==> config.mk <==
export PLATFORM = sky130hd
export DESIGN_NAME = ofd_useq
export DESIGN_NICKNAME = d
export VERILOG_FILES = /design/src/rtl/operand_fetch_decode_defines.svh /design/src/rtl/ofd_pkg.sv /design/src/rtl/ofd_useq.sv
export SDC_FILE = /design/constraint.sdc
export NUM_CORES = 1
export LEC_CHECK = 0
export ABC_CLOCK_PERIOD_IN_PS = 2000
export BUFFER_PORTS_ARGS = -buffer_cell sky130_fd_sc_hd__buf_2
export CAP_MARGIN = 20
export CELL_PAD_IN_SITES_DETAIL_PLACEMENT = 0
export CELL_PAD_IN_SITES_GLOBAL_PLACEMENT = 1
export CORE_UTILIZATION = 29
export DETAILED_ROUTE_END_ITERATION = 8
export PLACE_DENSITY = 0.84
export SYNTH_ARGS = -nofsm -noshare
export SYNTH_HDL_FRONTEND = slang
export SYNTH_SLANG_ARGS = --single-unit
export TNS_END_PERCENT = 20
==> constraint.sdc <==
create_clock -name clk -period 2 [get_ports clk]
set_clock_uncertainty 0.1 [all_clocks]
set_input_delay 0.3 -clock clk [delete_from_list [all_inputs] [get_ports clk]]
set_output_delay 0.3 -clock clk [all_outputs]
set_load 0.05 [all_outputs]
==> src/rtl/operand_fetch_decode_defines.svh <==
// Assertion macros for the operand fetch and decode block.
// Used by the top level; expects clk and arst_n in scope where expanded.
`ifndef OPERAND_FETCH_DECODE_DEFINES_SVH
`define OPERAND_FETCH_DECODE_DEFINES_SVH

// Same-cycle implication, off during reset
`define OFD_ASSERT_NOW(lbl, ante, cons, msg) \
	lbl: assert property (@(posedge clk) disable iff (!arst_n) (ante) |-> (cons)) \
		else $error(msg);

// Next-cycle implication, off during reset
`define OFD_ASSERT_NEXT(lbl, ante, cons, msg) \
	lbl: assert property (@(posedge clk) disable iff (!arst_n) (ante) |=> (cons)) \
		else $error(msg);

`endif

==> src/rtl/ofd_pkg.sv <==
// Shared types, constants and microcode ROM for the operand fetch and decode block.
// No dependencies; every other file but the defines header imports this package.
package ofd_pkg;

	localparam int ADDR_W = 12;
	localparam int BYTE_W = 8;
	localparam int LEN_W  = 5;
	localparam int KIND_W = 2;
	localparam int VAL_W  = 32;
	localparam int CNT_W  = 3;
	localparam int NARGS  = 4;

	localparam logic [CNT_W-1:0] MAX_ARGS = 3'd4;

	// Argument kinds from the coding byte
	localparam logic [KIND_W-1:0] ARG_NONE = 2'd0;
	localparam logic [KIND_W-1:0] ARG_REG  = 2'd1;
	localparam logic [KIND_W-1:0] ARG_DIR  = 2'd2;
	localparam logic [KIND_W-1:0] ARG_IND  = 2'd3;

	// Command codes
	localparam logic CMD_WRITE  = 1'b0;
	localparam logic CMD_DECODE = 1'b1;

	typedef logic [3:0] step_t;

	// Microprogram addresses
	localparam step_t ST_IDLE   = 4'd0;
	localparam step_t ST_DISP   = 4'd1;
	localparam step_t ST_CB     = 4'd2;
	localparam step_t ST_ASEL   = 4'd3;
	localparam step_t ST_TEST   = 4'd4;
	localparam step_t ST_BYTE   = 4'd5;
	localparam step_t ST_STORE  = 4'd6;
	localparam step_t ST_DIRECT = 4'd7;
	localparam step_t ST_FINISH = 4'd8;

	typedef enum logic [2:0] {
		C_ALWAYS   = 3'd0,
		C_START    = 3'd1,
		C_NO_CB    = 3'd2,
		C_DONE     = 3'd3,
		C_BC_ZERO  = 3'd4,
		C_BC_MORE  = 3'd5,
		C_OUT_FREE = 3'd6
	} cond_t;

	// One control word per microprogram step
	typedef struct packed {
		logic  accept;   // take an item from the command channel
		logic  consume;  // shift in the byte at the read pointer and advance
		logic  load_cb;  // capture the coding byte
		logic  arg_sel;  // set up the byte count of the current argument
		logic  direct;   // set up a lone direct argument
		logic  store;    // extend and store the gathered argument
		logic  emit;     // load the result register when it is free
		cond_t cond;
		step_t t_true;
		step_t t_false;
	} ctrl_t;

	// Status flags back to the sequencer
	typedef struct packed {
		logic start;
		logic no_cb;
		logic done;
		logic bc_zero;
		logic bc_more;
		logic out_free;
	} stat_t;

	// Microcode ROM
	function automatic ctrl_t ucode_rom(input step_t s);
		ctrl_t w;
		w = '0;
		w.cond = C_ALWAYS;
		w.t_true = ST_IDLE;
		w.t_false = ST_IDLE;
		case (s)
			ST_IDLE: begin
				w.accept = 1'b1;
				w.cond = C_START;
				w.t_true = ST_DISP;
				w.t_false = ST_IDLE;
			end
			ST_DISP: begin
				w.cond = C_NO_CB;
				w.t_true = ST_DIRECT;
				w.t_false = ST_CB;
			end
			ST_CB: begin
				w.consume = 1'b1;
				w.load_cb = 1'b1;
				w.t_true = ST_ASEL;
				w.t_false = ST_ASEL;
			end
			ST_ASEL: begin
				w.arg_sel = 1'b1;
				w.cond = C_DONE;
				w.t_true = ST_FINISH;
				w.t_false = ST_TEST;
			end
			ST_TEST: begin
				w.cond = C_BC_ZERO;
				w.t_true = ST_STORE;
				w.t_false = ST_BYTE;
			end
			ST_BYTE: begin
				w.consume = 1'b1;
				w.cond = C_BC_MORE;
				w.t_true = ST_BYTE;
				w.t_false = ST_STORE;
			end
			ST_STORE: begin
				w.store = 1'b1;
				w.t_true = ST_ASEL;
				w.t_false = ST_ASEL;
			end
			ST_DIRECT: begin
				w.direct = 1'b1;
				w.t_true = ST_BYTE;
				w.t_false = ST_BYTE;
			end
			ST_FINISH: begin
				w.emit = 1'b1;
				w.cond = C_OUT_FREE;
				w.t_true = ST_IDLE;
				w.t_false = ST_FINISH;
			end
			default: begin
				w.cond = C_ALWAYS;
			end
		endcase
		return w;
	endfunction

	// Bytes read for one argument
	function automatic logic [CNT_W-1:0] arg_bytes(input logic [KIND_W-1:0] kind,
		input logic wide);
		logic [CNT_W-1:0] n;
		case (kind)
			ARG_REG: n = 3'd1;
			ARG_DIR: n = wide ? 3'd4 : 3'd2;
			ARG_IND: n = 3'd2;
			default: n = 3'd0;
		endcase
		return n;
	endfunction

	// Extend gathered bytes by argument width
	function automatic logic [VAL_W-1:0] ext_value(input logic [VAL_W-1:0] acc,
		input logic [CNT_W-1:0] nb);
		logic [VAL_W-1:0] v;
		case (nb)
			3'd1: v = {24'd0, acc[7:0]};
			3'd2: v = {{16{acc[15]}}, acc[15:0]};
			3'd4: v = acc;
			default: v = '0;
		endcase
		return v;
	endfunction

endpackage

==> src/rtl/ofd_useq.sv <==
// Microcode sequencer: step counter, control ROM lookup and conditional jumps.
// Depends on ofd_pkg for the ROM, control word and status types.
module ofd_useq import ofd_pkg::*; (
	input  logic  clk,
	input  logic  arst_n,
	input  stat_t stat,
	output ctrl_t ctrl
);

	step_t step_q;
	logic  take;

	assign ctrl = ucode_rom(step_q);

	// Evaluate the jump condition of the current word
	always_comb begin
		case (ctrl.cond)
			C_ALWAYS:   take = 1'b1;
			C_START:    take = stat.start;
			C_NO_CB:    take = stat.no_cb;
			C_DONE:     take = stat.done;
			C_BC_ZERO:  take = stat.bc_zero;
			C_BC_MORE:  take = stat.bc_more;
			C_OUT_FREE: take = stat.out_free;
			default:    take = 1'b1;
		endcase
	end

	// Advance the step counter
	always_ff @(posedge clk or negedge arst_n) begin
		if (!arst_n) begin
			step_q <= ST_IDLE;
		end else begin
			step_q <= take ? ctrl.t_true : ctrl.t_false;
		end
	end

endmodule

==> impl_results.md, run 1 <==
* CTS max path bufs at 2
* Floorplan core area at 1560 sq um
* Most frequently used flop master after synthesis: dfrtp_1
* Mapped Area at 497 sq um
* Capturing element type of the critical path: output port
* Level count of the clock H-tree at 1
* DIE HEIGHT at 43.4 um
* Max incr delay on CP at 440 ps
* Largest net degree at the start of global routing at 12
* Status: finished, violations left
* Count of different cell masters after synthesis at 27
* Worst-skew pair later-pin latency at 230 ps
* Number of max-cap violations at 0
* Number of buffers created by CTS at 3
* Routed via count divided by cell count at 5.04
* Kind of start point of the critical path: flop
* Final antenna diode count at 0
* Number of antenna violations at the first check in global routing at 0
* Master of the slowest instance on the critical path: dfrtp_2
* Post-route DRC at 8
* Initial standard-cell utilization of the core at 31.9%
* Synthesis-to-layout area growth at 54.7%
* Root buffer cell: clkbuf_4
* Worst Max-Slew Pin Slew at 252 ps
* Critical Setup Path Class: reg -> out
* TritonCTS Sinks at 4
* Overall track demand over capacity in global routing at 14.4%
* Count of flip-flops with a built-in enable after synthesis at 0
* Max reg flops at 4
* Number of standard cells after synthesis at 66
* Average wire per standard cell at 12.0 um
* Number of detailed-routing iterations run before antenna repair at 7
* Max-slew violation count at 0
* Post-Synthesis Mean Instance Area at 7.53 sq um
* Peak clock frequency supported by timing at 0.520 GHz
* Max transition margin at 83.3%
* TritonCTS clock tree: done
* Sequence of cells on the critical path: buf_4 > nor4b_4 > buf_4 > clkbuf_4
* Cell area after layout at 768 sq um
* Post-DP Area at 711 sq um
* Cell mode on critical path: buf_4
* Total count of hold-check failures in the final report at 0
* Required time reported for the critical path endpoint at 1600 ps
* Reg with most FFs: step_q
* Max FO, Critical Path at 9
* Net count after synthesis at 74
* Violated checks: design-rule violations
* Overall overflow remaining after global route at 0
* Share of post-route cells with drive strength above 1 at 55.2%
* Die Area at 1880 sq um
* Share of the clock period used by the worst path at 96.2%
* Cell depth of the worst min-delay path at 2
* Data arrival time of the worst path at 1520 ps
* Number of warning messages in the yosys log at 0
* Number of nets at the end of the flow at 106
* Filler Cell Count at 144
* Via total after detailed routing at 564
* I/O pins at 26
* Number of synthesized register bits at 4
* Final weighted congestion in routability-driven placement at 0.751
* Class of the tightest hold or removal check: in -> reg
* Clock slew seen by the registers of the worst setup and hold paths at 40 ps
* Die extent in x at 43.4 um
* Min Clock Period, post-route at 1920 ps
* Remaining antenna violation count at 0
* Via count of the first global-routing pass at 471
* Post-detail-place hpwl at 1050 um
* Std cell rows at 14
* Number of DRC violations after detailed-routing iteration 0 at 19
* Input/output buffers at 25
* FFs w/ async S/R, synth at 100%
* Largest registers ranked by flip-flop count: step_q x4
* Global-route wire length before repair at 2090 um
* Post-Route WL at 1340 um
* Sequential fraction of the synthesis area at 20.2%
* RSZ-0062 raised after global routing: yes
* Final setup violation count at 0
* Worst Reg2Reg Path Length in Cells at 4
==> critical path, delay by kind of cell (launching register included) <==
family                 cells  cell delay, ps
buffers and inverters      3             550
flip-flops                 1             440
AND/OR/NAND/NOR            1             290
==> Yosys cell counts (all sizes together) (2+ instances only) <==
master	number	area (sq um)
a21oi	9	45.0
nand2b	6	37.5
mux2	3	45.0
buf	6	35.0
nor4b	2	23.8
nor3	4	20.0
nand2	5	18.8
nor2b	2	12.5
dfrtp	4	100
nor2	10	37.5
clkbuf	2	7.51
==> cells in the final DEF, fill, tap and decap left out, types with 2 or more instances in the layout <==
master and count:
buf_2 20, buf_4 12, nor2_1 10, nand2b_1 6, nand2_1 5, a21oi_1 5
a21oi_2 4, clkbuf_4 4, nor3_2 3, mux2_4 3, dfrtp_1 3, nor2b_1 2
==> metal layers <==
metal | vias to the layer above | wire length (um) | share of wire [%] | GRT usage (%)
li1 | 292 | - | - | -
met1 | 253 | 676 | 50 | 20.9
met2 | 19 | 584 | 44 | 21.8
met3 | 0 | 79 | 5.9 | 4.17
met4 | 0 | 0 | 0 | 1.88
met5 | - | 0 | 0 | 0
==> logic make-up (layout without fill, tap and decap cells) <==
logic type | count (synthesis) | count (layout) | synth area share (%)
AO/OA/AOI/OAI | 16 | 16 | 22.9
buffers and inverters | 9 | 39 | 9.32
flip-flops | 4 | 4 | 20.2
multiplexers | 4 | 4 | 11.1
AND/OR/NAND/NOR | 33 | 33 | 36.5
==> timing repair <==
| item | CTS | global route |
|---|---|---|
| resized for setup | 3 | 8 |
| gates cloned | 0 | 0 |
| hold endpoints to repair | 4 | 0 |
| setup buffers | 0 | 0 |
| endpoints found under the setup margin | 3 | 5 |
| hold buffers | 1 | 0 |
==> cell type report <==
class / instances / area [sq um] / share of cell area [%]
well taps: 16 / 20.0 / 2.61
clock buffers: 3 / 22.5 / 2.93
inverters: 1 / 3.75 / 0.489
repair buffers: 35 / 219 / 28.5
flip-flops and latches: 4 / 101 / 13.2
multi-input cells: 53 / 402 / 52.3
==> final timing paths <==
kind	startpoint	to	slack [ps]
setup / recovery	step_q[2]	ctrl[11]	80
hold / removal	stat[3]	step_q[3]	240
setup reg to reg	step_q[2]	step_q[1]	170
hold reg to reg	step_q[2]	step_q[0]	730
max in group asynchronous	arst_n	step_q[2]	1370
min in group asynchronous	arst_n	step_q[1]	300
==> stage by stage <==
stage	std cells	TNS, ps	util [%]	setup slack [ps]	hold slack, ps
2_1_floorplan	66	-2020	-	-276	-95.6
3_3_place_gp	108	0	45.6	192	7.20
3_5_place_dp	108	0	45.6	176	7.65
4_1_cts	112	0	48.2	27.0	237
5_1_grt	112	-39.9	49.3	-26.8	241
6_report	112	0	49.3	75.4	244
Power of run 1 is left out: the tool's default activity adds up to more than one toggle a clock period on the data nets, which glitch-free logic cannot reach.
==> inputs of run 2 (changes only) <==
ABC_AREA = 1   (was not set)
CORE_UTILIZATION = 25   (was 29)
PLACE_DENSITY = 0.83   (was 0.84)
==> run 2 against run 1 <==
Net effect: first-iteration DRC count is 79% lower; critical endpoint is now ctrl[5]; area after synthesis is 16% lower; utilization down 9.8 points; routed wire length decreased by 8.7%; clock-buffer cell count unchanged; final area down 21%; critical path type unchanged; fmax rose by 0.87%; the flow now finishes without violations.
==> impl_results.md, run 2 <==
* Peak clock frequency supported by timing at 0.524 GHz (was 0.520 GHz)
* Synthesis-to-layout area growth at 45.5% (was 54.7%)
* TritonCTS clock tree: done (unchanged)
* Max transition margin at 80.3% (was 83.3%)
* Post-Route WL at 1220 um (was 1340 um)
* Floorplan core area at 1540 sq um (was 1560 sq um)
* Max-slew violation count at 0 (unchanged)
* Post-route DRC at 0 (was 8)
* Number of detailed-routing iterations run before antenna repair at 2 (was 7)
* Remaining antenna violation count at 0 (unchanged)
* Worst Reg2Reg Path Length in Cells at 8 (was 4)
* Number of synthesized register bits at 4 (unchanged)
* I/O pins at 26 (unchanged)
* Total count of hold-check failures in the final report at 0 (unchanged)
* Final antenna diode count at 0 (unchanged)
* Count of different cell masters after synthesis at 14 (was 27)
* Share of the clock period used by the worst path at 95.4% (was 96.2%)
* RSZ-0062 raised after global routing: no (was yes)
* Die extent in x at 42.9 um (was 43.4 um)
* TritonCTS Sinks at 4 (unchanged)
* Register cell area after layout at 100 sq um (was 101 sq um)
* Std cell rows at 14 (unchanged)
* Post-Synthesis Mean Instance Area at 5.72 sq um (was 7.53 sq um)
* Max reg flops at 4 (unchanged)
* Number of DRC violations after detailed-routing iteration 0 at 4 (was 19)
* Worst path setup slack after routing at 92.0 ps (was 75.4 ps)
* Area of the multi-input gates at 287 sq um (was 402 sq um)
* Global-route wire length before repair at 2110 um (was 2090 um)
* Count leader, synth: nand2_1 (was nor2_1)
* Min Clock Period, post-route at 1910 ps (was 1920 ps)
* Number of antenna violations at the first check in global routing at 0 (unchanged)
* Largest registers ranked by flip-flop count: step_q x4 (unchanged)
* Synth area leader: dfrtp_1 (unchanged)
* Number of warning messages in the yosys log at 0 (unchanged)
* Die Area at 1840 sq um (was 1880 sq um)
* Worst Max-Slew Pin Slew at 296 ps (was 252 ps)
* Data arrival time of the worst path at 1510 ps (was 1520 ps)
* Master of the slowest instance on the critical path: dfrtp_1 (was dfrtp_2)
* Worst-skew pair later-pin latency at 220 ps (was 230 ps)
* Critical Setup Path Class: reg -> out (unchanged)
* Required time reported for the critical path endpoint at 1600 ps (about the same)
* Number of max-cap violations at 0 (unchanged)
* Cell mode on critical path: inv_2 (was buf_4)
* Routed via count divided by cell count at 4.68 (was 5.04)
* Cell depth of the worst min-delay path at 3 (was 2)
* Buf/Inv on CP at 3 (unchanged)
* Kind of start point of the critical path: flop (unchanged)
* Initial standard-cell utilization of the core at 27.1% (was 31.9%)
* Number of buffers inserted to repair setup after CTS at 0 (unchanged)
* Overall overflow remaining after global route at 0 (unchanged)
* Class of the tightest hold or removal check: in -> reg (unchanged)
* Most frequently used flop master after synthesis: dfrtp_1 (unchanged)
* Final setup violation count at 0 (unchanged)
* Overall track demand over capacity in global routing at 14.9% (was 14.4%)
* Max FO, Critical Path at 6 (was 9)
* Reg with most FFs: step_q (unchanged)
* Leading cell types in the layout, fill and taps excluded: buf_2 (24), nand2_1 (20), nor2_1 (8), nand3_1 (8) (was buf_2 (20), buf_4 (12), nor2_1 (10))
* Via count of the first global-routing pass at 527 (was 471)
* Number of standard cells after synthesis at 73 (was 66)
* Net count after synthesis at 81 (was 74)
* Final weighted congestion in routability-driven placement at 0.806 (was 0.751)
* Number of gates on the worst path with buffers counted at 6 (was 4)
* Via total after detailed routing at 548 (was 564)
* Root buffer cell: clkbuf_4 (unchanged)
* Pre-CTS setup slack at 219 ps (was 176 ps)
* Filler Cell Count at 187 (was 144)
* Kind of cell adding the most delay to the critical path: flip-flops (was buffers and inverters)
* Clock slew seen by the registers of the worst setup and hold paths at 30 ps (was 40 ps)
* Status: finished clean (was finished, violations left)
* Count of flip-flops with a built-in enable after synthesis at 0 (unchanged)
* Number of nets at the end of the flow at 111 (was 106)
* Input/output buffers at 25 (unchanged)
* CTS max path bufs at 2 (unchanged)
* Capturing element type of the critical path: output port (unchanged)
* Mapped Area at 418 sq um (was 497 sq um)
* DIE HEIGHT at 42.9 um (was 43.4 um)
* Sequence of cells on the critical path: nor2_4 > inv_2 > nor2_2 > inv_2 > nand3_1 > buf_2 (was buf_4 > nor4b_4 > buf_4 > clkbuf_4)
* Share of post-route cells with drive strength above 1 at 44.6% (was 55.2%)
* Number of buffers created by CTS at 3 (unchanged)
* Largest net degree at the start of global routing at 9 (was 12)
* Commonest non-fill, non-tap cell in the layout: buf_2 (unchanged)
* Level count of the clock H-tree at 1 (unchanged)
* FFs w/ async S/R, synth at 100% (unchanged)
* Max incr delay on CP at 440 ps (about the same)
* Top area cells in the synthesized netlist: dfrtp_1 (24%), nand2_1 (18%), nand3_1 (11%) (was dfrtp_1 (20%), a21oi_1 (9.1%), mux2_4 (9.1%))
* Yosys top cell area share at 24.0% (was 20.2%)
* Post-synth top cells: nand2_1 (20), nor2_1 (10), nand3_1 (9) (was nor2_1 (10), a21oi_1 (9), nand2b_1 (6))
* Post-detail-place hpwl at 1050 um (about the same)
* Average wire per standard cell at 10.5 um (was 12.0 um)
* Sequential fraction of the synthesis area at 24.0% (was 20.2%)
==> run 2: final cells by class <==
type | instances | share of cell area, %
Tap cell | 16 | 3.29
Sequential cell | 4 | 16.5
Multi-Input combinational cell | 57 | 47.1
Clock buffer | 3 | 3.70
Timing Repair Buffer | 26 | 22.6
Inverter | 11 | 6.79
==> run 2: logic make-up (layout without fill, tap and decap cells) <==
group / count (synthesis) / in the layout / synth area share [%]
AND/OR/NAND/NOR: 54 / 54 / 61.4
flip-flops: 4 / 4 / 24.0
AO/OA/AOI/OAI: 3 / 3 / 3.59
buffers and inverters: 12 / 40 / 11.1
==> run 2: path summary, 6_finish.rpt <==
| check | startpoint | to | slack [ps] |
|---|---|---|---|
| worst min-delay path | stat[3] | step_q[3] | 250 |
| worst max-delay path | step_q[0] | ctrl[5] | 90 |
| worst max register to register | step_q[0] | step_q[0] | 480 |
| min in group asynchronous | arst_n | step_q[2] | 310 |
| max in group asynchronous | arst_n | step_q[0] | 1370 |
| worst min register to register | step_q[2] | step_q[3] | 680 |
==> run 2: timing repair <==
item / 4_1_cts / 5_1_grt
hold endpoints to repair: 4 / 0
hold buffers: 1 / 0
cloned: 0 / 0
gates resized for setup: 1 / 4
setup endpoints to repair: 3 / 9
==> run 2: worst reg2reg max path: cells and delay by family, from the launching register on <==
family	cells	cell delay, ps
buf+inv	1	80
flops	1	440
simple gates	7	780
==> run 2: per-layer routing <==
| metal | global-route usage [%] | wire length [um] | vias up |
|---|---|---|---|
| met5 | 0 | 0 | - |
| met4 | 5.63 | 0 | 0 |
| met3 | 2.55 | 71 | 0 |
| met2 | 25.8 | 586 | 17 |
| met1 | 18.1 | 564 | 236 |
| li1 | - | - | 295 |
==> run 2: stage by stage <==
stage | hold slack, ps | instance area [sq um] | utilization [%] | TNS, ps | cells
floorplan | -95.6 | 418 | - | -1250 | 73
finish | 248 | 608 | 39.4 | 0 | 117
CTS | 249 | 596 | 38.6 | 0 | 117
global route | 252 | 608 | 39.4 | 0 | 117
detailed placement | 7.76 | 558 | 36.2 | 0 | 113
global placement | 6.30 | 558 | 36.2 | 0 | 113
Power of run 2 is left out for the same reason.
