--- src/rtl/operand_fetch_decode_defines.svh ---
// Assertion macros for the operand fetch and decode block.
// Used by the top level; expects clk and arst_n in scope where expanded.
`ifndef OPERAND_FETCH_DECODE_DEFINES_SVH
`define OPERAND_FETCH_DECODE_DEFINES_SVH

// Same-cycle implication, off during reset
`define OFD_ASSERT_NOW(lbl, ante, cons, msg) \
	lbl: assert property (@(posedge clk) disable iff (!arst_n) (ante) |-> (cons)) \
		else $error(msg);

// Next-cycle implication, off during reset
`define OFD_ASSERT_NEXT(lbl, ante, cons, msg) \
	lbl: assert property (@(posedge clk) disable iff (!arst_n) (ante) |=> (cons)) \
		else $error(msg);

`endif

--- src/rtl/ofd_pkg.sv ---
// Shared types, constants and microcode ROM for the operand fetch and decode block.
// No dependencies; every other file but the defines header imports this package.
package ofd_pkg;

	localparam int ADDR_W = 12;
	localparam int BYTE_W = 8;
	localparam int LEN_W  = 5;
	localparam int KIND_W = 2;
	localparam int VAL_W  = 32;
	localparam int CNT_W  = 3;
	localparam int NARGS  = 4;

	localparam logic [CNT_W-1:0] MAX_ARGS = 3'd4;

	// Argument kinds from the coding byte
	localparam logic [KIND_W-1:0] ARG_NONE = 2'd0;
	localparam logic [KIND_W-1:0] ARG_REG  = 2'd1;
	localparam logic [KIND_W-1:0] ARG_DIR  = 2'd2;
	localparam logic [KIND_W-1:0] ARG_IND  = 2'd3;

	// Command codes
	localparam logic CMD_WRITE  = 1'b0;
	localparam logic CMD_DECODE = 1'b1;

	typedef logic [3:0] step_t;

	// Microprogram addresses
	localparam step_t ST_IDLE   = 4'd0;
	localparam step_t ST_DISP   = 4'd1;
	localparam step_t ST_CB     = 4'd2;
	localparam step_t ST_ASEL   = 4'd3;
	localparam step_t ST_TEST   = 4'd4;
	localparam step_t ST_BYTE   = 4'd5;
	localparam step_t ST_STORE  = 4'd6;
	localparam step_t ST_DIRECT = 4'd7;
	localparam step_t ST_FINISH = 4'd8;

	typedef enum logic [2:0] {
		C_ALWAYS   = 3'd0,
		C_START    = 3'd1,
		C_NO_CB    = 3'd2,
		C_DONE     = 3'd3,
		C_BC_ZERO  = 3'd4,
		C_BC_MORE  = 3'd5,
		C_OUT_FREE = 3'd6
	} cond_t;

	// One control word per microprogram step
	typedef struct packed {
		logic  accept;   // take an item from the command channel
		logic  consume;  // shift in the byte at the read pointer and advance
		logic  load_cb;  // capture the coding byte
		logic  arg_sel;  // set up the byte count of the current argument
		logic  direct;   // set up a lone direct argument
		logic  store;    // extend and store the gathered argument
		logic  emit;     // load the result register when it is free
		cond_t cond;
		step_t t_true;
		step_t t_false;
	} ctrl_t;

	// Status flags back to the sequencer
	typedef struct packed {
		logic start;
		logic no_cb;
		logic done;
		logic bc_zero;
		logic bc_more;
		logic out_free;
	} stat_t;

	// Microcode ROM
	function automatic ctrl_t ucode_rom(input step_t s);
		ctrl_t w;
		w = '0;
		w.cond = C_ALWAYS;
		w.t_true = ST_IDLE;
		w.t_false = ST_IDLE;
		case (s)
			ST_IDLE: begin
				w.accept = 1'b1;
				w.cond = C_START;
				w.t_true = ST_DISP;
				w.t_false = ST_IDLE;
			end
			ST_DISP: begin
				w.cond = C_NO_CB;
				w.t_true = ST_DIRECT;
				w.t_false = ST_CB;
			end
			ST_CB: begin
				w.consume = 1'b1;
				w.load_cb = 1'b1;
				w.t_true = ST_ASEL;
				w.t_false = ST_ASEL;
			end
			ST_ASEL: begin
				w.arg_sel = 1'b1;
				w.cond = C_DONE;
				w.t_true = ST_FINISH;
				w.t_false = ST_TEST;
			end
			ST_TEST: begin
				w.cond = C_BC_ZERO;
				w.t_true = ST_STORE;
				w.t_false = ST_BYTE;
			end
			ST_BYTE: begin
				w.consume = 1'b1;
				w.cond = C_BC_MORE;
				w.t_true = ST_BYTE;
				w.t_false = ST_STORE;
			end
			ST_STORE: begin
				w.store = 1'b1;
				w.t_true = ST_ASEL;
				w.t_false = ST_ASEL;
			end
			ST_DIRECT: begin
				w.direct = 1'b1;
				w.t_true = ST_BYTE;
				w.t_false = ST_BYTE;
			end
			ST_FINISH: begin
				w.emit = 1'b1;
				w.cond = C_OUT_FREE;
				w.t_true = ST_IDLE;
				w.t_false = ST_FINISH;
			end
			default: begin
				w.cond = C_ALWAYS;
			end
		endcase
		return w;
	endfunction

	// Bytes read for one argument
	function automatic logic [CNT_W-1:0] arg_bytes(input logic [KIND_W-1:0] kind,
		input logic wide);
		logic [CNT_W-1:0] n;
		case (kind)
			ARG_REG: n = 3'd1;
			ARG_DIR: n = wide ? 3'd4 : 3'd2;
			ARG_IND: n = 3'd2;
			default: n = 3'd0;
		endcase
		return n;
	endfunction

	// Extend gathered bytes by argument width
	function automatic logic [VAL_W-1:0] ext_value(input logic [VAL_W-1:0] acc,
		input logic [CNT_W-1:0] nb);
		logic [VAL_W-1:0] v;
		case (nb)
			3'd1: v = {24'd0, acc[7:0]};
			3'd2: v = {{16{acc[15]}}, acc[15:0]};
			3'd4: v = acc;
			default: v = '0;
		endcase
		return v;
	endfunction

endpackage

--- src/rtl/ofd_cmd_if.sv ---
// Command channel: arena writes and decode requests, valid/ready handshake.
// Depends on ofd_pkg for field widths.
interface ofd_cmd_if import ofd_pkg::*; ();
	logic              valid;
	logic              ready;
	logic              command;
	logic [ADDR_W-1:0] address;
	logic [BYTE_W-1:0] write_byte;
	logic              has_coding_byte;
	logic [CNT_W-1:0]  arg_count;
	logic              direct_wide;

	modport source (output valid, command, address, write_byte, has_coding_byte,
		arg_count, direct_wide, input ready);
	modport sink (input valid, command, address, write_byte, has_coding_byte,
		arg_count, direct_wide, output ready);
endinterface

--- src/rtl/ofd_res_if.sv ---
// Result channel: decoded length, argument kinds and values, valid/ready handshake.
// Depends on ofd_pkg for field widths.
interface ofd_res_if import ofd_pkg::*; ();
	logic                    valid;
	logic                    ready;
	logic [LEN_W-1:0]        instruction_length;
	logic [KIND_W-1:0]       type_one;
	logic [KIND_W-1:0]       type_two;
	logic [KIND_W-1:0]       type_three;
	logic [KIND_W-1:0]       type_four;
	logic signed [VAL_W-1:0] value_one;
	logic signed [VAL_W-1:0] value_two;
	logic signed [VAL_W-1:0] value_three;
	logic signed [VAL_W-1:0] value_four;

	modport source (output valid, instruction_length, type_one, type_two, type_three,
		type_four, value_one, value_two, value_three, value_four, input ready);
	modport sink (input valid, instruction_length, type_one, type_two, type_three,
		type_four, value_one, value_two, value_three, value_four, output ready);
endinterface

--- src/rtl/ofd_dpath.sv ---
// Datapath: address wrap, read pointer, byte gathering, argument store and result register.
// Depends on ofd_pkg and both channel interfaces; driven by the sequencer's control word.
module ofd_dpath import ofd_pkg::*; #(
	parameter int ARENA_BYTES = 4096,
	parameter int AW = 12
) (
	input  logic              clk,
	input  logic              arst_n,
	ofd_cmd_if.sink           cmd,
	ofd_res_if.source         res,
	input  ctrl_t             ctrl,
	output stat_t             stat,
	output logic              mem_we,
	output logic [AW-1:0]     mem_addr,
	output logic [BYTE_W-1:0] mem_wdata,
	input  logic [BYTE_W-1:0] mem_rdata
);

	logic                         start;
	logic                         wr;
	logic [AW-1:0]                red_addr;
	logic [AW-1:0]                pos_q;
	logic [AW-1:0]                pos_d;
	logic [LEN_W-1:0]             len_q;
	logic [BYTE_W-1:0]            cb_q;
	logic [CNT_W-1:0]             cnt_q;
	logic [CNT_W-1:0]             idx_q;
	logic [CNT_W-1:0]             bc_q;
	logic [CNT_W-1:0]             nb_q;
	logic [CNT_W-1:0]             nb_d;
	logic [VAL_W-1:0]             acc_q;
	logic [NARGS-1:0][VAL_W-1:0]  vals_q;
	logic                         wide_q;
	logic                         hcb_q;
	logic [NARGS-1:0][KIND_W-1:0] kinds;
	logic [KIND_W-1:0]            cur_kind;
	logic                         out_valid_q;
	logic                         out_free;
	logic [LEN_W-1:0]             out_len_q;
	logic [NARGS-1:0][KIND_W-1:0] out_kinds_q;
	logic [NARGS-1:0][VAL_W-1:0]  out_vals_q;

	// Next arena address with wrap
	function automatic logic [AW-1:0] wrap_inc(input logic [AW-1:0] p);
		logic [AW:0] n;
		n = {1'b0, p} + 1'b1;
		if (n == (AW+1)'(ARENA_BYTES)) begin
			return '0;
		end
		return n[AW-1:0];
	endfunction

	assign start = cmd.valid && ctrl.accept && (cmd.command == CMD_DECODE);
	assign wr    = cmd.valid && ctrl.accept && (cmd.command == CMD_WRITE);
	assign cmd.ready = ctrl.accept;

	// Reduce the incoming address into the arena
	generate
		if (ARENA_BYTES >= (1 << ADDR_W)) begin : g_nowrap
			assign red_addr = AW'(cmd.address);
		end else begin : g_wrap
			localparam int FLOOR = $clog2(ARENA_BYTES + 1) - 1;
			localparam int KMAX = ADDR_W - 1 - FLOOR;
			logic [ADDR_W-1:0] rem;
			always_comb begin
				rem = cmd.address;
				for (int k = KMAX; k >= 0; k--) begin
					if ({1'b0, rem} >= (ADDR_W+1)'(ARENA_BYTES << k)) begin
						rem = rem - ADDR_W'(ARENA_BYTES << k);
					end
				end
			end
			assign red_addr = AW'(rem);
		end
	endgenerate

	// Read pointer for the next cycle; the memory reads there except during a write
	always_comb begin
		if (start) begin
			pos_d = wrap_inc(red_addr);
		end else if (ctrl.consume) begin
			pos_d = wrap_inc(pos_q);
		end else begin
			pos_d = pos_q;
		end
	end

	assign mem_we    = wr;
	assign mem_addr  = wr ? red_addr : pos_d;
	assign mem_wdata = cmd.write_byte;

	// Kind of the argument being decoded, argument one in the top field
	assign kinds    = cb_q;
	assign cur_kind = kinds[2'd3 - idx_q[1:0]];
	assign nb_d     = ctrl.direct ? (wide_q ? 3'd4 : 3'd2) : arg_bytes(cur_kind, wide_q);

	// Working registers of one decode
	always_ff @(posedge clk) begin
		pos_q <= pos_d;
		if (start) begin
			len_q  <= LEN_W'(1);
			cb_q   <= '0;
			cnt_q  <= !cmd.has_coding_byte ? CNT_W'(1) :
				(cmd.arg_count > MAX_ARGS ? MAX_ARGS : cmd.arg_count);
			idx_q  <= '0;
			vals_q <= '0;
			wide_q <= cmd.direct_wide;
			hcb_q  <= cmd.has_coding_byte;
		end else begin
			if (ctrl.consume) begin
				len_q <= len_q + 1'b1;
				acc_q <= {acc_q[VAL_W-BYTE_W-1:0], mem_rdata};
				bc_q  <= bc_q - 1'b1;
			end
			if (ctrl.load_cb) begin
				cb_q <= mem_rdata;
			end
			if (ctrl.arg_sel || ctrl.direct) begin
				bc_q  <= nb_d;
				nb_q  <= nb_d;
				acc_q <= '0;
			end
			if (ctrl.store) begin
				vals_q[idx_q[1:0]] <= ext_value(acc_q, nb_q);
				idx_q <= idx_q + 1'b1;
			end
		end
	end

	assign out_free = !out_valid_q || res.ready;

	// Result register: hold until taken
	always_ff @(posedge clk or negedge arst_n) begin
		if (!arst_n) begin
			out_valid_q <= 1'b0;
		end else if (ctrl.emit && out_free) begin
			out_valid_q <= 1'b1;
		end else if (res.ready) begin
			out_valid_q <= 1'b0;
		end
	end

	always_ff @(posedge clk) begin
		if (ctrl.emit && out_free) begin
			out_len_q   <= len_q;
			out_kinds_q <= kinds;
			out_vals_q  <= vals_q;
		end
	end

	assign res.valid              = out_valid_q;
	assign res.instruction_length = out_len_q;
	assign res.type_one           = out_kinds_q[3];
	assign res.type_two           = out_kinds_q[2];
	assign res.type_three         = out_kinds_q[1];
	assign res.type_four          = out_kinds_q[0];
	assign res.value_one          = out_vals_q[0];
	assign res.value_two          = out_vals_q[1];
	assign res.value_three        = out_vals_q[2];
	assign res.value_four         = out_vals_q[3];

	// Status to the sequencer
	assign stat.start    = start;
	assign stat.no_cb    = !hcb_q;
	assign stat.done     = (idx_q == cnt_q);
	assign stat.bc_zero  = (bc_q == '0);
	assign stat.bc_more  = (bc_q != CNT_W'(1));
	assign stat.out_free = out_free;

endmodule

--- src/flat_wrapper.sv ---
// flat-port wrapper written by rule: the top's interface ports become plain ports
module ofd_dpath_flat import ofd_pkg::*;
#(
	parameter int ARENA_BYTES = 4096,
	parameter int AW = 12
)
  (clk, arst_n, ctrl, stat, mem_we, mem_addr, mem_wdata, mem_rdata, cmd_valid, cmd_command, cmd_address, cmd_write_byte, cmd_has_coding_byte, cmd_arg_count, cmd_direct_wide, cmd_ready, res_valid, res_instruction_length, res_type_one, res_type_two, res_type_three, res_type_four, res_value_one, res_value_two, res_value_three, res_value_four, res_ready);
  ofd_cmd_if cmd_i ();
  ofd_res_if res_i ();
  input  logic clk;
  input  logic arst_n;
  input  ctrl_t ctrl;
  output stat_t stat;
  output logic mem_we;
  output logic [AW-1:0] mem_addr;
  output logic [BYTE_W-1:0] mem_wdata;
  input  logic [BYTE_W-1:0] mem_rdata;
  input wire logic [$bits(cmd_i.valid)-1:0] cmd_valid;
  input wire logic [$bits(cmd_i.command)-1:0] cmd_command;
  input wire logic [$bits(cmd_i.address)-1:0] cmd_address;
  input wire logic [$bits(cmd_i.write_byte)-1:0] cmd_write_byte;
  input wire logic [$bits(cmd_i.has_coding_byte)-1:0] cmd_has_coding_byte;
  input wire logic [$bits(cmd_i.arg_count)-1:0] cmd_arg_count;
  input wire logic [$bits(cmd_i.direct_wide)-1:0] cmd_direct_wide;
  output wire logic [$bits(cmd_i.ready)-1:0] cmd_ready;
  output wire logic [$bits(res_i.valid)-1:0] res_valid;
  output wire logic [$bits(res_i.instruction_length)-1:0] res_instruction_length;
  output wire logic [$bits(res_i.type_one)-1:0] res_type_one;
  output wire logic [$bits(res_i.type_two)-1:0] res_type_two;
  output wire logic [$bits(res_i.type_three)-1:0] res_type_three;
  output wire logic [$bits(res_i.type_four)-1:0] res_type_four;
  output wire logic [$bits(res_i.value_one)-1:0] res_value_one;
  output wire logic [$bits(res_i.value_two)-1:0] res_value_two;
  output wire logic [$bits(res_i.value_three)-1:0] res_value_three;
  output wire logic [$bits(res_i.value_four)-1:0] res_value_four;
  input wire logic [$bits(res_i.ready)-1:0] res_ready;
  assign cmd_i.valid = cmd_valid;
  assign cmd_i.command = cmd_command;
  assign cmd_i.address = cmd_address;
  assign cmd_i.write_byte = cmd_write_byte;
  assign cmd_i.has_coding_byte = cmd_has_coding_byte;
  assign cmd_i.arg_count = cmd_arg_count;
  assign cmd_i.direct_wide = cmd_direct_wide;
  assign cmd_ready = cmd_i.ready;
  assign res_valid = res_i.valid;
  assign res_instruction_length = res_i.instruction_length;
  assign res_type_one = res_i.type_one;
  assign res_type_two = res_i.type_two;
  assign res_type_three = res_i.type_three;
  assign res_type_four = res_i.type_four;
  assign res_value_one = res_i.value_one;
  assign res_value_two = res_i.value_two;
  assign res_value_three = res_i.value_three;
  assign res_value_four = res_i.value_four;
  assign res_i.ready = res_ready;
  ofd_dpath #(.ARENA_BYTES(ARENA_BYTES), .AW(AW)) u_core (.clk(clk), .arst_n(arst_n), .cmd(cmd_i), .res(res_i), .ctrl(ctrl), .stat(stat), .mem_we(mem_we), .mem_addr(mem_addr), .mem_wdata(mem_wdata), .mem_rdata(mem_rdata));
endmodule
--- config.mk ---
export PLATFORM = sky130hd
export DESIGN_NAME = ofd_dpath_flat
export DESIGN_NICKNAME = d
export VERILOG_FILES = /design/src/rtl/operand_fetch_decode_defines.svh /design/src/rtl/ofd_pkg.sv /design/src/rtl/ofd_cmd_if.sv /design/src/rtl/ofd_res_if.sv /design/src/rtl/ofd_dpath.sv /design/src/flat_wrapper.sv
export SDC_FILE = /design/constraint.sdc
export NUM_CORES = 1
export LEC_CHECK = 0
export BUFFER_PORTS_ARGS = -buffer_cell sky130_fd_sc_hd__buf_2
export CAP_MARGIN = 20
export CORE_ASPECT_RATIO = 0.9
export CORE_UTILIZATION = 50
export CTS_CLUSTER_SIZE = 24
export DETAILED_ROUTE_END_ITERATION = 10
export GPL_TIMING_DRIVEN = 0
export PLACE_DENSITY = 0.86
export SLEW_MARGIN = 5
export SYNTH_ARGS = -nofsm -noshare
export SYNTH_HDL_FRONTEND = slang
export SYNTH_SLANG_ARGS = --single-unit
--- constraint.sdc ---
create_clock -name clk -period 3.9 [get_ports clk]
set_input_delay 0.78 -clock clk [delete_from_list [all_inputs] [get_ports clk]]
set_output_delay 0.78 -clock clk [all_outputs]
set_load 0.005 [all_outputs]
==> flow_summary.yaml <==
synthesis:
  syn_avg_cell_area_um2: 12.27
  synth-seq-cells: 341
  synth_edf_count: 184
  ys.flop_type: "edfxtp_1"
  ys_seq_area_share_pct: 70.00
  synth_area_um2: 12390
  syn-instance-count: 1010
  ys_warn_count: 0
  asyncSetResetFlopFracSynth_pct: 0.2933
  syn-num-nets: 1078
  ys_types: 43
timing:
  layout_setup_ws_ns: 0.3426
  fmax_mhz: 281.1
  layout_min_cycle_time_ns: 3.557
  slew_viol_final: 0
  fin_worst_skew_ns: 0.02290
  setup_viol_count_final: 0
  worst_pin_slew_ns: 0.9644
  rsz0062_at_grt: "no"
  max_slew_margin_pct: 35.55
  hold_violations: 0
  finalCritPeriodShare_pct: 91.21
worst_setup_path:
  worst-path-buf-inv: 7
  worstSetupEndpointType: "output port"
  worstPathRequired_ns: 3.12
  cp_cell_sequence: "clkbuf_1 -> and3_1 -> clkbuf_1 -> buf_2 -> buf_2 -> buf_2 -> buf_4 -> buf_2"
  crit_top_cell: "buf_2"
  max_stage_delay_ns: 0.43
  slowest_stage: "buf_2"
  cpLargestDelayFamily: "buffers and inverters"
  criticalPathCategory: "in -> out"
  reg2reg_slack_ns: 1.48
  worst_setup_path_start_kind: "input pin"
  crit_arrival_ns: 2.78
  path_max_fanout: 15
detailed_routing:
  vias_per_cell: 5.530
  num_vias: 8760
  drt_iter0_drc: 640
  wl_per_cell_um: 18.36
  wl_um: 29090
  drc: 0
  firstDrtPassIters: 6
  ant_nets: 0
placed_design:
  gp_congestion: 0.8532
  dpl.cell_count: 1522
  io_buffers: 202
  dp_hpwl_um: 19760
  place_ws_ns: 0.3733
global_route:
  grt_overflow: 0
  grt_max_degree: 74
  grt_pass1_wl_um: 43860
  grt_pass1_vias: 8219
  antenna_found_initial: 0
  track_usage_pct: 22.50
clock_tree:
  cts.clk_slew.worst_paths_ns: 0.06
  clock-sinks: 341
  clk_latency_ns: 0.53
  cts-hold-fix-buffers: 0
  cts_tree: "built"
  clockRootBuffer: "clkbuf_16"
  cts_buffers: 34
  ctsResizeCount: 0
  clk_path_buf_depth: 3
  htreeDepth: 2
  postCtsSetupBuffers: 0
power_and_ir_drop:
  cellLeakagePower_nw: 5.780
  powerDensity_nw_per_um2: 693.9
  max-vdd-ir-drop_v: 0.0003273
die:
  io-pin-count: 226
  placementRows: 54
  dieArea_um2: 25420
  die_h_um: 151.3
  initial_utilization_pct: 51.08
  core_area_um2: 24260
  die_w_um: 167.9
run:
  cap_violations: 0
cells_and_area:
  layout-drive-gt1-share_pct: 22.73
  n_antenna_cell: 0
  syn2layout_area_growth_pct: 20.99
  final_util_pct: 61.81
  nets: 1318
  stdcell_count: 1584
outcome:
  status: "completed"
min_path:
  holdCritPathClass: "in -> async"
sequential cells by signal (all words and copies together) (netlist names), 8 cells and up:
| register | flops |
|---|---|
| u_core.res.value_two | 32 |
| u_core.acc_q | 32 |
| u_core.pos_q | 12 |
| u_core.res.value_four | 32 |
| u_core.vals_q | 128 |
| u_core.cb_q | 8 |
| u_core.res.value_three | 32 |
| u_core.res.value_one | 32 |
cell usage in the layout, fill, tap and decap left out, types with 3 or more instances in the layout:
master / count
mux2_2: 5
nor3_1: 5
mux2i_1: 18
and3_1: 3
nor2_1: 94
nand2b_1: 4
clkinv_2: 5
clkinv_1: 5
dfxtp_1: 156
clkbuf_1: 48
clkbuf_16: 35
buf_2: 212
xnor2_1: 15
xor2_1: 20
bufinv_16: 4
a211oi_1: 65
ha_1: 12
inv_1: 8
a21oi_1: 87
o21ai_0: 10
nor2b_1: 3
buf_1: 9
edfxtp_1: 184
nand3_1: 42
buf_4: 11
nand4_1: 7
and2_1: 47
nand2_1: 125
final timing paths:
path / from / end / cells past startpoint
max in group asynchronous: arst_n / u_core.res.valid / 1
worst max register to register: u_core.idx_q[1] / u_core.vals_q[124] / 6
worst max-delay path: cmd_command / stat[5] / 8
worst min-delay path: arst_n / u_core.res.valid / 1
min in group clk: u_core.vals_q[65] / u_core.res.value_three[1] / 0
worst min register to register: u_core.vals_q[65] / u_core.res.value_three[1] / 0
routing by layer:
layer  track usage (%)  wire length (um)  share of wire [%]
met1             29.74             12270                 42
met2             37.48             13610                 47
met3             4.703              2550                8.8
met4             6.881               652                2.2
met5                 0                 0                  0
through the flow:
stage	TNS, ns	hold WS (ns)	area (um^2)	power (mW)
global placement	-21.22	0.4130	13790	6.950
CTS	0	0.01768	14990	10.41
detailed placement	0	0.4150	13850	7.076
finish	0	0.02774	14990	10.40
floorplan	0	0.4081	12390	6.283
global route	0	0.01834	14990	10.83
logic make-up after synthesis:
group	after synthesis	share of synthesized area (%)
buffers and inverters	80	2.858
AO/OA/AOI/OAI	173	8.563
XOR/XNOR	35	2.474
AND/OR/NAND/NOR	344	12.62
multiplexers	25	2.272
flip-flops	341	70.00
adder cells (fa/ha/maj)	12	1.212
worst register-to-register path, stage by stage, from the launching register on:
cell and delay, ns:
dfxtp_1 0.54, ha_1 0.24, and2_1 0.12, clkbuf_1 0.16, buf_1 0.50, clkbuf_1 0.54, a211oi_1 0.15
power by group:
part,leakage [nW],switching [mW],total [mW],internal [mW]
logic,2.08,1.07,1.84,0.766
registers,3.15,0.498,5.24,4.74
clock network,0.556,1.38,3.32,1.95
cell usage after synthesis, drive strengths merged (2+ instances only):
library cell / instances / share of area [%]
buf: 30 / 1.3
nand4: 7 / 0.35
dfxtp: 156 / 25
nand2b: 4 / 0.20
nand3: 43 / 1.8
a21oi: 87 / 3.5
nor4: 2 / 0.10
xnor2: 15 / 1.1
edfxtp: 184 / 45
o21ai: 11 / 0.44
and3: 3 / 0.15
mux2: 5 / 0.45
nor2: 95 / 2.9
nand2: 125 / 3.8
a211oi: 65 / 3.9
inv: 8 / 0.24
nor2b: 3 / 0.15
and4: 2 / 0.14
o22ai: 2 / 0.10
and2: 48 / 2.4
o21a: 2 / 0.12
mux2i: 18 / 1.5
ha: 12 / 1.2
nor3: 5 / 0.20
clkbuf: 42 / 1.3
mux4: 2 / 0.36
xor2: 20 / 1.4
nand3b: 2 / 0.12
nor3b: 2 / 0.12
cell type report:
type / instances / area (um^2)
plain buffers: 72 / 324.1
clock buffers: 42 / 912.1
clock inverters: 20 / 227.7
fillers: 1749 / 9264
inverters: 8 / 30.03
multi-input cells: 589 / 3373
flip-flops and latches: 341 / 8673
well taps: 308 / 385.4
repair buffers: 204 / 1066
(Power assumes the default switching activity.)
